==> config.mk <==
export PLATFORM = sky130hd
export DESIGN_NAME = nfca_anticollision_select_flat
export DESIGN_NICKNAME = d
export VERILOG_FILES = /design/src/nfca_pkg.sv /design/src/nfca_if.sv /design/src/nfca_anticollision_select.sv /design/src/nfca_ctrl.sv /design/src/flat_wrapper.sv
export SDC_FILE = /design/constraint.sdc
export NUM_CORES = 1
export LEC_CHECK = 0
export ABC_AREA = 1
export BUFFER_PORTS_ARGS = -buffer_cell sky130_fd_sc_hd__buf_2
export CAP_MARGIN = 20
export CORE_MARGIN = 3
export CORE_UTILIZATION = 50
export CTS_CLUSTER_DIAMETER = 200
export DETAILED_ROUTE_END_ITERATION = 7
export PLACE_DENSITY = 0.83
export SLEW_MARGIN = 5
export SYNTH_ARGS = -nofsm -noshare
export SYNTH_HDL_FRONTEND = slang
export SYNTH_HIERARCHICAL = 1
export SYNTH_SLANG_ARGS = --single-unit
==> constraint.sdc <==
create_clock -name clk -period 21 [get_ports clk]
set_input_delay 4.2 -clock clk [delete_from_list [all_inputs] [get_ports clk]]
set_output_delay 4.2 -clock clk [all_outputs]
set_load 0.01 [all_outputs]
==> src/nfca_pkg.sv <==
`timescale 1ns / 1ps
`default_nettype none
// Shared types, codes and frame constants for the ISO 14443-A activation block.
// No dependencies; used by the channel interfaces, nfca_ctrl and the top level.
package nfca_pkg;

	localparam int unsigned MaxCascadeLevelsDef = 3;

	// event kinds
	localparam logic [1:0] KIND_START = 2'd0;
	localparam logic [1:0] KIND_FRAME = 2'd1;
	localparam logic [1:0] KIND_FAULT = 2'd2;

	typedef enum logic [2:0] {
		ACT_REQA     = 3'd0,
		ACT_ANTICOLL = 3'd1,
		ACT_SELECT   = 3'd2,
		ACT_HLTA     = 3'd3,
		ACT_DONE     = 3'd4
	} action_t;

	typedef enum logic [1:0] {
		ST_OK         = 2'd0,
		ST_NOT_PRESENT = 2'd1,
		ST_COMM_ERR   = 2'd2,
		ST_COLRES_ERR = 2'd3
	} status_t;

	localparam logic [7:0] REQA_BYTE     = 8'h26;
	localparam logic [7:0] HLTA_BYTE     = 8'h50;
	localparam logic [7:0] NVB_ANTICOLL  = 8'h20;
	localparam logic [7:0] NVB_SELECT    = 8'h70;
	localparam logic [7:0] SEL_BASE      = 8'h93;
	localparam logic [7:0] CASCADE_TAG   = 8'h88;
	localparam logic [2:0] LEN_ATQA      = 3'd2;
	localparam logic [2:0] LEN_SDD       = 3'd5;
	localparam logic [2:0] LEN_SAK       = 3'd1;
	localparam logic [2:0] TXLEN_REQA    = 3'd1;
	localparam logic [2:0] TXLEN_SHORT   = 3'd2;
	localparam logic [2:0] TXLEN_SELECT  = 3'd7;
	localparam int unsigned UidOutBytes  = 10;

	typedef struct packed {
		logic [1:0]  kind;
		logic [2:0]  rx_len;
		logic [39:0] rx_data;
		logic        crc_ok;
	} evt_t;

	typedef struct packed {
		action_t     action;
		logic [2:0]  tx_len;
		logic [55:0] tx_data;
		status_t     status;
		logic [15:0] atqa;
		logic [7:0]  sak;
		logic [3:0]  uid_length;
		logic [63:0] uid_low;
		logic [15:0] uid_high;
	} res_t;

	// SEL code: 0x93, 0x95, 0x97 by cascade level
	function automatic logic [7:0] sel_code(input logic [1:0] level);
		sel_code = SEL_BASE + {5'd0, level, 1'b0};
	endfunction

endpackage : nfca_pkg
`default_nettype wire

==> src/nfca_if.sv <==
`timescale 1ns / 1ps
`default_nettype none
// Valid/ready channel interfaces: event channel and result channel.
// Depends on nfca_pkg for the action and status codes.
interface nfca_evt_if;
	logic        valid;
	logic        ready;
	logic [1:0]  kind;
	logic [2:0]  rx_len;
	logic [39:0] rx_data;
	logic        crc_ok;

	modport source (output valid, kind, rx_len, rx_data, crc_ok, input ready);
	modport sink (input valid, kind, rx_len, rx_data, crc_ok, output ready);
endinterface : nfca_evt_if

interface nfca_rsp_if;
	logic                 valid;
	logic                 ready;
	nfca_pkg::action_t    action;
	logic [2:0]           tx_len;
	logic [55:0]          tx_data;
	nfca_pkg::status_t    status;
	logic [15:0]          atqa;
	logic [7:0]           sak;
	logic [3:0]           uid_length;
	logic [63:0]          uid_low;
	logic [15:0]          uid_high;

	modport source (output valid, action, tx_len, tx_data, status, atqa, sak, uid_length,
		uid_low, uid_high, input ready);
	modport sink (input valid, action, tx_len, tx_data, status, atqa, sak, uid_length,
		uid_low, uid_high, output ready);
endinterface : nfca_rsp_if
`default_nettype wire

==> src/nfca_anticollision_select.sv <==
`timescale 1ns / 1ps
`default_nettype none
// ISO 14443-A reader activation (REQA, anticollision, SELECT over cascade levels).
// Depends on nfca_pkg, nfca_if.sv and nfca_ctrl.
//
// Usage:
//  evt : transceiver events in (start, frame received with CRC check result, timeout).
//  rsp : one result per event at most: a frame to send (REQA, anticollision,
//        SELECT, HLTA) or "finished" with status, ATQA, SAK and UID.
//  An event is taken into an input register; once the output register is free the
//  sequencer works it out in a single pass and the result lands in the output register.
//  One event per cycle is sustained, limited only by the output register being free.
//  Events that produce nothing (stray frames, kind 3) still take their slot.
//  When rsp is stalled the output register holds, the input register holds its
//  event, and evt.ready drops once both are full; nothing is dropped.
//  Reset clears the phase to idle and all card data to zero; the UID byte store
//  has no reset and is masked by the byte count.
module nfca_anticollision_select #(
	parameter int unsigned MAX_CASCADE_LEVELS = nfca_pkg::MaxCascadeLevelsDef
) (
	input  wire logic  clk,
	input  wire logic  arst_n,
	nfca_evt_if.sink   evt,
	nfca_rsp_if.source rsp
);
	import nfca_pkg::*;

	logic   valid_s1;
	evt_t   evt_s1;
	logic   adv;
	logic   has_res;
	res_t   res;
	logic   rsp_valid_q;
	res_t   rsp_q;

	assign adv       = valid_s1 && (!rsp_valid_q || rsp.ready);
	assign evt.ready = !valid_s1 || adv;

	always_ff @(posedge clk or negedge arst_n) begin
		if (!arst_n) begin
			valid_s1 <= 1'b0;
		end else if (evt.ready) begin
			valid_s1 <= evt.valid;
		end
	end

	always_ff @(posedge clk) begin
		if (evt.valid && evt.ready) begin
			evt_s1 <= '{kind: evt.kind, rx_len: evt.rx_len, rx_data: evt.rx_data,
				crc_ok: evt.crc_ok};
		end
	end

	nfca_ctrl #(
		.MAX_CASCADE_LEVELS(MAX_CASCADE_LEVELS)
	) u_ctrl (
		.clk     (clk),
		.arst_n  (arst_n),
		.en      (adv),
		.evt     (evt_s1),
		.has_res (has_res),
		.res     (res)
	);

	always_ff @(posedge clk or negedge arst_n) begin
		if (!arst_n) begin
			rsp_valid_q <= 1'b0;
		end else if (adv) begin
			rsp_valid_q <= has_res;
		end else if (rsp.ready) begin
			rsp_valid_q <= 1'b0;
		end
	end

	always_ff @(posedge clk) begin
		if (adv) begin
			rsp_q <= res;
		end
	end

	assign rsp.valid      = rsp_valid_q;
	assign rsp.action     = rsp_q.action;
	assign rsp.tx_len     = rsp_q.tx_len;
	assign rsp.tx_data    = rsp_q.tx_data;
	assign rsp.status     = rsp_q.status;
	assign rsp.atqa       = rsp_q.atqa;
	assign rsp.sak        = rsp_q.sak;
	assign rsp.uid_length = rsp_q.uid_length;
	assign rsp.uid_low    = rsp_q.uid_low;
	assign rsp.uid_high   = rsp_q.uid_high;

`ifndef ASSERT_OFF
	a_held_event: assert property (@(posedge clk) disable iff (!arst_n)
		valid_s1 && !adv |=> valid_s1)
		else $error("pending event lost");
	a_result_issued: assert property (@(posedge clk) disable iff (!arst_n)
		adv && has_res |=> rsp.valid)
		else $error("result not presented");
	a_empty_ready: assert property (@(posedge clk) disable iff (!arst_n)
		!valid_s1 |-> evt.ready)
		else $error("input stalled with empty stage");
`endif
endmodule : nfca_anticollision_select
`default_nettype wire

==> src/nfca_ctrl.sv <==
`timescale 1ns / 1ps
`default_nettype none
// Activation sequencer: phase, cascade level and card data registers, plus the
// single-pass logic that turns one registered event into at most one result. Uses nfca_pkg.
module nfca_ctrl #(
	parameter int unsigned MAX_CASCADE_LEVELS = nfca_pkg::MaxCascadeLevelsDef
) (
	input  wire logic           clk,
	input  wire logic           arst_n,
	input  wire logic           en,
	input  nfca_pkg::evt_t      evt,
	output logic                has_res,
	output nfca_pkg::res_t      res
);
	import nfca_pkg::*;

	localparam int unsigned UidBytes = 3 * MAX_CASCADE_LEVELS + 1;
	localparam int unsigned IdxW = $clog2(UidBytes);

	typedef enum logic [2:0] {
		PH_IDLE, PH_WAIT_ATQA, PH_WAIT_SDD, PH_WAIT_SAK,
		PH_ACTIVATED, PH_FAILED, PH_WAIT_HALT
	} phase_t;

	phase_t      phase_q, phase_d;
	logic [1:0]  level_q, level_d;
	logic [3:0]  cnt_q, cnt_d;
	logic [15:0] atqa_q, atqa_d;
	logic [7:0]  sak_q, sak_d;
	logic [39:0] id_q, id_d;
	logic [7:0]  uid_q [UidBytes];
	logic [7:0]  uid_d [UidBytes];

	logic        frame;
	logic        wr_en;
	logic        wr_skip_tag;
	logic [31:0] wr_src;
	logic [3:0]  wr_n;
	logic [3:0]  rel;
	logic        done_ok;
	logic [7:0]  ob;

	always_comb begin
		frame       = (evt.kind == KIND_FRAME);
		phase_d     = phase_q;
		level_d     = level_q;
		cnt_d       = cnt_q;
		atqa_d      = atqa_q;
		sak_d       = sak_q;
		id_d        = id_q;
		has_res     = 1'b0;
		res         = '0;
		wr_en       = 1'b0;
		wr_skip_tag = 1'b0;
		done_ok     = 1'b0;
		ob          = '0;

		if (evt.kind == KIND_START) begin
			has_res = 1'b1;
			if (phase_q == PH_ACTIVATED) begin
				res.action = ACT_DONE;
				done_ok    = 1'b1;
			end else begin
				level_d = '0;
				cnt_d   = '0;
				atqa_d  = '0;
				sak_d   = '0;
				id_d    = '0;
				if (phase_q == PH_IDLE || phase_q == PH_WAIT_ATQA) begin
					phase_d     = PH_WAIT_ATQA;
					res.action  = ACT_REQA;
					res.tx_len  = TXLEN_REQA;
					res.tx_data = {48'd0, REQA_BYTE};
				end else begin
					phase_d     = PH_WAIT_HALT;
					res.action  = ACT_HLTA;
					res.tx_len  = TXLEN_SHORT;
					res.tx_data = {48'd0, HLTA_BYTE};
				end
			end
		end else if (evt.kind == KIND_FRAME || evt.kind == KIND_FAULT) begin
			case (phase_q)
				PH_WAIT_HALT: begin
					has_res     = 1'b1;
					phase_d     = PH_WAIT_ATQA;
					res.action  = ACT_REQA;
					res.tx_len  = TXLEN_REQA;
					res.tx_data = {48'd0, REQA_BYTE};
				end
				PH_WAIT_ATQA: begin
					has_res = 1'b1;
					if (!frame) begin
						phase_d    = PH_IDLE;
						res.action = ACT_DONE;
						res.status = ST_NOT_PRESENT;
					end else if (evt.rx_len != LEN_ATQA) begin
						phase_d    = PH_IDLE;
						res.action = ACT_DONE;
						res.status = ST_COMM_ERR;
					end else begin
						atqa_d      = evt.rx_data[15:0];
						level_d     = '0;
						phase_d     = PH_WAIT_SDD;
						res.action  = ACT_ANTICOLL;
						res.tx_len  = TXLEN_SHORT;
						res.tx_data = {40'd0, NVB_ANTICOLL, sel_code(2'd0)};
					end
				end
				PH_WAIT_SDD: begin
					has_res = 1'b1;
					if (!frame || evt.rx_len != LEN_SDD) begin
						phase_d    = PH_FAILED;
						res.action = ACT_DONE;
						res.status = ST_COLRES_ERR;
					end else begin
						id_d        = evt.rx_data;
						phase_d     = PH_WAIT_SAK;
						res.action  = ACT_SELECT;
						res.tx_len  = TXLEN_SELECT;
						res.tx_data = {evt.rx_data, NVB_SELECT, sel_code(level_q)};
					end
				end
				PH_WAIT_SAK: begin
					has_res = 1'b1;
					if (!frame || !evt.crc_ok || evt.rx_len != LEN_SAK ||
						(id_q[7:0] == CASCADE_TAG &&
						 32'(level_q) + 32'd1 >= 32'(MAX_CASCADE_LEVELS))) begin
						phase_d    = PH_FAILED;
						res.action = ACT_DONE;
						res.status = ST_COLRES_ERR;
					end else if (id_q[7:0] == CASCADE_TAG) begin
						// cascade tag: keep three id bytes, go one level down
						wr_en       = 1'b1;
						wr_skip_tag = 1'b1;
						level_d     = level_q + 2'd1;
						phase_d     = PH_WAIT_SDD;
						res.action  = ACT_ANTICOLL;
						res.tx_len  = TXLEN_SHORT;
						res.tx_data = {40'd0, NVB_ANTICOLL, sel_code(level_q + 2'd1)};
					end else begin
						wr_en      = 1'b1;
						sak_d      = evt.rx_data[7:0];
						phase_d    = PH_ACTIVATED;
						res.action = ACT_DONE;
						done_ok    = 1'b1;
					end
				end
				default: begin
					has_res = 1'b0;
				end
			endcase
		end

		// UID byte append
		wr_src = wr_skip_tag ? {8'd0, id_q[31:8]} : id_q[31:0];
		wr_n   = wr_skip_tag ? 4'd3 : 4'd4;
		for (int i = 0; i < UidBytes; i++) begin
			rel      = 4'(i) - cnt_q;
			uid_d[i] = uid_q[i];
			if (wr_en && 4'(i) >= cnt_q && rel < wr_n) begin
				uid_d[i] = wr_src[8 * rel[1:0] +: 8];
			end
		end
		if (wr_en) begin
			cnt_d = cnt_q + wr_n;
		end

		if (done_ok) begin
			res.atqa       = atqa_d;
			res.sak        = sak_d;
			res.uid_length = cnt_d;
			for (int i = 0; i < UidOutBytes; i++) begin
				ob = '0;
				if (i < UidBytes && 4'(i) < cnt_d) begin
					ob = uid_d[IdxW'(i)];
				end
				if (i < 8) begin
					res.uid_low[8 * i +: 8] = ob;
				end else begin
					res.uid_high[8 * (i - 8) +: 8] = ob;
				end
			end
		end
	end

	always_ff @(posedge clk or negedge arst_n) begin
		if (!arst_n) begin
			phase_q <= PH_IDLE;
			level_q <= '0;
			cnt_q   <= '0;
			atqa_q  <= '0;
			sak_q   <= '0;
			id_q    <= '0;
		end else if (en) begin
			phase_q <= phase_d;
			level_q <= level_d;
			cnt_q   <= cnt_d;
			atqa_q  <= atqa_d;
			sak_q   <= sak_d;
			id_q    <= id_d;
		end
	end

	// UID bytes hold no reset value; bytes at or past the count are masked
	always_ff @(posedge clk) begin
		if (en) begin
			for (int i = 0; i < UidBytes; i++) begin
				uid_q[i] <= uid_d[i];
			end
		end
	end

`ifndef ASSERT_OFF
	a_level_range: assert property (@(posedge clk) disable iff (!arst_n)
		32'(level_q) < 32'(MAX_CASCADE_LEVELS))
		else $error("cascade level beyond configured depth");
	a_count_range: assert property (@(posedge clk) disable iff (!arst_n)
		32'(cnt_q) <= UidBytes)
		else $error("uid count beyond storage");
	a_activated_count: assert property (@(posedge clk) disable iff (!arst_n)
		phase_q == PH_ACTIVATED |-> (cnt_q == 4'd4 || cnt_q == 4'd7 || cnt_q == 4'd10))
		else $error("activated with a partial uid");
`endif
endmodule : nfca_ctrl
`default_nettype wire
==> src/flat_wrapper.sv <==
// flat-port wrapper written by rule: the top's interface ports become plain ports
module nfca_anticollision_select_flat import nfca_pkg::*;
#(
	parameter int unsigned MAX_CASCADE_LEVELS = nfca_pkg::MaxCascadeLevelsDef
)
  (clk, arst_n, evt_valid, evt_kind, evt_rx_len, evt_rx_data, evt_crc_ok, evt_ready, rsp_valid, rsp_action, rsp_tx_len, rsp_tx_data, rsp_status, rsp_atqa, rsp_sak, rsp_uid_length, rsp_uid_low, rsp_uid_high, rsp_ready);
  nfca_evt_if evt_i ();
  nfca_rsp_if rsp_i ();
  input  wire logic clk;
  input  wire logic arst_n;
  input wire logic [$bits(evt_i.valid)-1:0] evt_valid;
  input wire logic [$bits(evt_i.kind)-1:0] evt_kind;
  input wire logic [$bits(evt_i.rx_len)-1:0] evt_rx_len;
  input wire logic [$bits(evt_i.rx_data)-1:0] evt_rx_data;
  input wire logic [$bits(evt_i.crc_ok)-1:0] evt_crc_ok;
  output wire logic [$bits(evt_i.ready)-1:0] evt_ready;
  output wire logic [$bits(rsp_i.valid)-1:0] rsp_valid;
  output wire logic [$bits(rsp_i.action)-1:0] rsp_action;
  output wire logic [$bits(rsp_i.tx_len)-1:0] rsp_tx_len;
  output wire logic [$bits(rsp_i.tx_data)-1:0] rsp_tx_data;
  output wire logic [$bits(rsp_i.status)-1:0] rsp_status;
  output wire logic [$bits(rsp_i.atqa)-1:0] rsp_atqa;
  output wire logic [$bits(rsp_i.sak)-1:0] rsp_sak;
  output wire logic [$bits(rsp_i.uid_length)-1:0] rsp_uid_length;
  output wire logic [$bits(rsp_i.uid_low)-1:0] rsp_uid_low;
  output wire logic [$bits(rsp_i.uid_high)-1:0] rsp_uid_high;
  input wire logic [$bits(rsp_i.ready)-1:0] rsp_ready;
  assign evt_i.valid = evt_valid;
  assign evt_i.kind = evt_kind;
  assign evt_i.rx_len = evt_rx_len;
  assign evt_i.rx_data = evt_rx_data;
  assign evt_i.crc_ok = evt_crc_ok;
  assign evt_ready = evt_i.ready;
  assign rsp_valid = rsp_i.valid;
  assign rsp_action = rsp_i.action;
  assign rsp_tx_len = rsp_i.tx_len;
  assign rsp_tx_data = rsp_i.tx_data;
  assign rsp_status = rsp_i.status;
  assign rsp_atqa = rsp_i.atqa;
  assign rsp_sak = rsp_i.sak;
  assign rsp_uid_length = rsp_i.uid_length;
  assign rsp_uid_low = rsp_i.uid_low;
  assign rsp_uid_high = rsp_i.uid_high;
  assign rsp_i.ready = rsp_ready;
  nfca_anticollision_select #(.MAX_CASCADE_LEVELS(MAX_CASCADE_LEVELS)) u_core (.clk(clk), .arst_n(arst_n), .evt(evt_i), .rsp(rsp_i));
endmodule
==> metrics <==
gr ovfl total=0; GRT Resource Usage Total=0.228; Distinct cells, synth=51; via/cell ratio=5.54; setup TNS=0 ns; Post-CTS Setup Bufs=0; vias in the first global route=11400; root buffer cell=clkbuf_16; Synth area leader=edfxtp_1; vias=11800; register area=0.0101 mm^2; fin crit share=0.423; die height=184 um; Cells after Synth=1498; power per cell area=106 mW/mm^2; CP Data Required Time=16.80 ns; Core Area=0.0309 mm^2; TritonCTS Buffers=36; share of layout cells above drive strength 1=0.201; post-cts sizing count=0; Detailed Route Iter0 Violations=1309; CTS tree=yes; Critical Path Max Stage Delay=0.15 ns; synth warn=6; flops & latches, synth=349; die area=0.0338 mm^2; Main synth FF type=edfxtp_1; CP max-delay cell=buf_2; fill count=2547; Top Layer Used=met5; Buffers & Inverters on Critical Path=3; Crit. End Element=output port; hold violation count in the final report=0; critical path's top delay family=buffers and inverters; Final ANT Viol Nets=0; WS Path Type=primary input to output port; Place WS=12.13 ns; CP max FO=3; hold_buf cts=0; Syn Area/Cell=10.6 um^2; global-route wire length before repair=61100 um; unrepaired setup endpoints after global routing=no; R2R Setup Slk=15.38 ns; drt wl/cell=18.4 um; Max Slew Vio Count=0; area of the multi-input gates=0.00476 mm^2; area grow syn2layout=15.7%; CP dominant cell by count=buf_2; CP Launch Type=primary input; Starting Density=0.512; Clk pin slew, worst setup/hold paths=0.06 ns; Final GP Congestion=0.924; TritonRoute pass-1 iters=6; Critical Path AT=4.68 ns; met2 wire length=18400 um; pin count of the biggest net entering global routing=196; Port Buf Inserts=223; Die Wd=184 um; leakage=8.12 nW; # rows=64; placed instance count=2070; Post-Route Utilization=0.592; critical path cell sequence=buf_2 > inv_1 > nand3_2 > buf_2; Layout Cells excl Fill=2133; EDFF count, synth=282; ANT cells=0; met1 WL=16500 um; CTS sink cnt=349; clock latency on the worst-skew pair=0.52 ns; top-area cell type share of the netlist area=0.535; Max IR drop VDD=0.0606 mV; residual DRC count=0; clk_skew=0.0167 ns; met3 WL post-DR=3150 um; main area contributors after synthesis=edfxtp_1 54%, dfrtp_1 11%, nand3_1 7.7%, nand2_1 7.5%, inv_1 3.3%; Netlist Area Pre-Place=0.0158 mm^2; total power=1.94 mW; H-Tree Depth=2; fmax=113 MHz; Tmin final=8.88 ns; Post-DP HPWL=27300 um; register area share after synthesis=0.641; Final WS setup=12.12 ns; HP Class=flop to flop; worst slew pin tran=1.05 ns; setup violators final=0; max_cap viols=0; net count reported at finish=1796; Slew Limit Headroom=0.301; antenna violations before repair=1; Ports=224; CTS Buffer Depth=3; total wire length=39200 um; ys async rst share=0.192; status=finished clean
-- registers in the layout (all words and copies together) (netlist names) --
name and count:
u_core/rsp.status 2, u_core/u_ctrl/level_q 2, u_core/rsp.valid 1, u_core/u_ctrl/cnt_q 4
u_core/valid_s1 1, u_core/rsp.atqa 16, u_core/rsp.sak 8, u_core/u_ctrl/uid_q 64
u_core/rsp.tx_len 3, u_core/u_ctrl/sak_q 8, u_core/evt_s1 46, u_core/u_ctrl/phase_q 3
u_core/rsp.tx_data 56, u_core/u_ctrl/id_q 32, u_core/rsp.uid_length 4, u_core/u_ctrl/atqa_q 16
u_core/rsp.uid_low 64, u_core/rsp.action 3, u_core/rsp.uid_high 16
-- cell usage after synthesis (2+ instances only) --
cell type / instances
nand2_1: 316
edfxtp_1: 282
nand3_1: 242
inv_1: 140
nor2_1: 72
o21ai_0: 69
dfrtp_1: 67
a21oi_1: 60
ha_1: 32
buf_4: 29
clkbuf_1: 28
o22ai_1: 24
a21oi_2: 16
inv_2: 15
nor3_1: 14
nor2_2: 11
buf_1: 10
nand2_2: 10
buf_2: 7
and2_1: 4
nor2_4: 4
a211oi_1: 3
a22oi_1: 3
clkinv_1: 3
o21ai_1: 3
xor2_1: 3
a21o_1: 2
fa_1: 2
nand3_4: 2
nand3b_1: 2
nand4_1: 2
xnor2_1: 2
-- area by class of cell --
class	instances	area share
Clock buffer	43	0.0523
Clock inverter	20	0.00881
Inverter	159	0.0329
Multi-Input combinational cell	935	0.260
Sequential cell	349	0.554
Tap cell	396	0.0271
Timing Repair Buffer	231	0.0649
-- metal layers --
| layer | vias up | track usage |
|---|---|---|
| li1 | 5535 | - |
| met3 | 81 | 0.0463 |
| met4 | 2 | 0.0708 |
| met5 | - | 0 |
| met2 | 534 | 0.363 |
| met1 | 5661 | 0.318 |
-- path summary, 6_finish.rpt --
kind / startpoint / cells past startpoint / endpoint
min in group asynchronous: arst_n / 2 / u_core/u_ctrl/atqa_q[6]
hold / removal: u_core/u_ctrl/id_q[21] / 2 / u_core/u_ctrl/id_q[21]
setup / recovery: rsp_ready / 4 / evt_ready
max in group asynchronous: arst_n / 2 / u_core/u_ctrl/id_q[26]
hold reg to reg: u_core/u_ctrl/id_q[21] / 2 / u_core/u_ctrl/id_q[21]
setup reg to reg: u_core/u_ctrl/cnt_q[1] / 11 / u_core/rsp.uid_low[50]
-- metrics by stage --
step                      instance area [um^2]  hold WS, ns
after floorplan                          15900        0.453
after global placement                   17200        0.470
after detailed placement                 17200        0.482
after CTS                                18300        0.496
after global routing                     18300        0.530
final                                    18300        0.490
-- worst register-to-register path, delay by kind of cell, from the launching register on --
family	cells	cell delay, ns
AO/OA/AOI/OAI	3	0.56
adder cells (fa/ha/maj)	2	1.47
buffers and inverters	3	1.76
flip-flops	1	0.93
AND/OR/NAND/NOR	3	0.63
-- logic make-up (layout without fill, tap and decap cells) --
group,count (synthesis),count (layout),synth area share
and+or+nand+nor,685,685,0.194
other,1,21,0.000237
buffers and inverters,234,453,0.0637
AOI/OAI and AO/OA,190,190,0.0700
DFF,349,349,0.641
xor gates and xnor gates,5,5,0.00277
adders and majority gates,34,34,0.0278
-- report_power, final --
part           switching (mW)  total [mW]  internal, mW
Clock                   0.258       0.609         0.350
Combinational           0.272       0.382         0.110
Sequential             0.0559       0.945         0.889
Total                   0.586        1.94          1.35
-- placed cells by master (no fill, tap or decap), types with 32 or more instances in the layout --
| cell type | synthesis | routed |
|---|---|---|
| a21oi_1 | 60 | 60 |
| buf_2 | 7 | 223 |
| clkbuf_16 | 0 | 36 |
| dfrtp_1 | 67 | 67 |
| edfxtp_1 | 282 | 282 |
| ha_1 | 32 | 32 |
| inv_1 | 140 | 139 |
| nand2_1 | 316 | 316 |
| nand3_1 | 242 | 242 |
| nor2_1 | 72 | 72 |
| o21ai_0 | 69 | 69 |
Note: power is estimated with default switching activity, not from simulation.
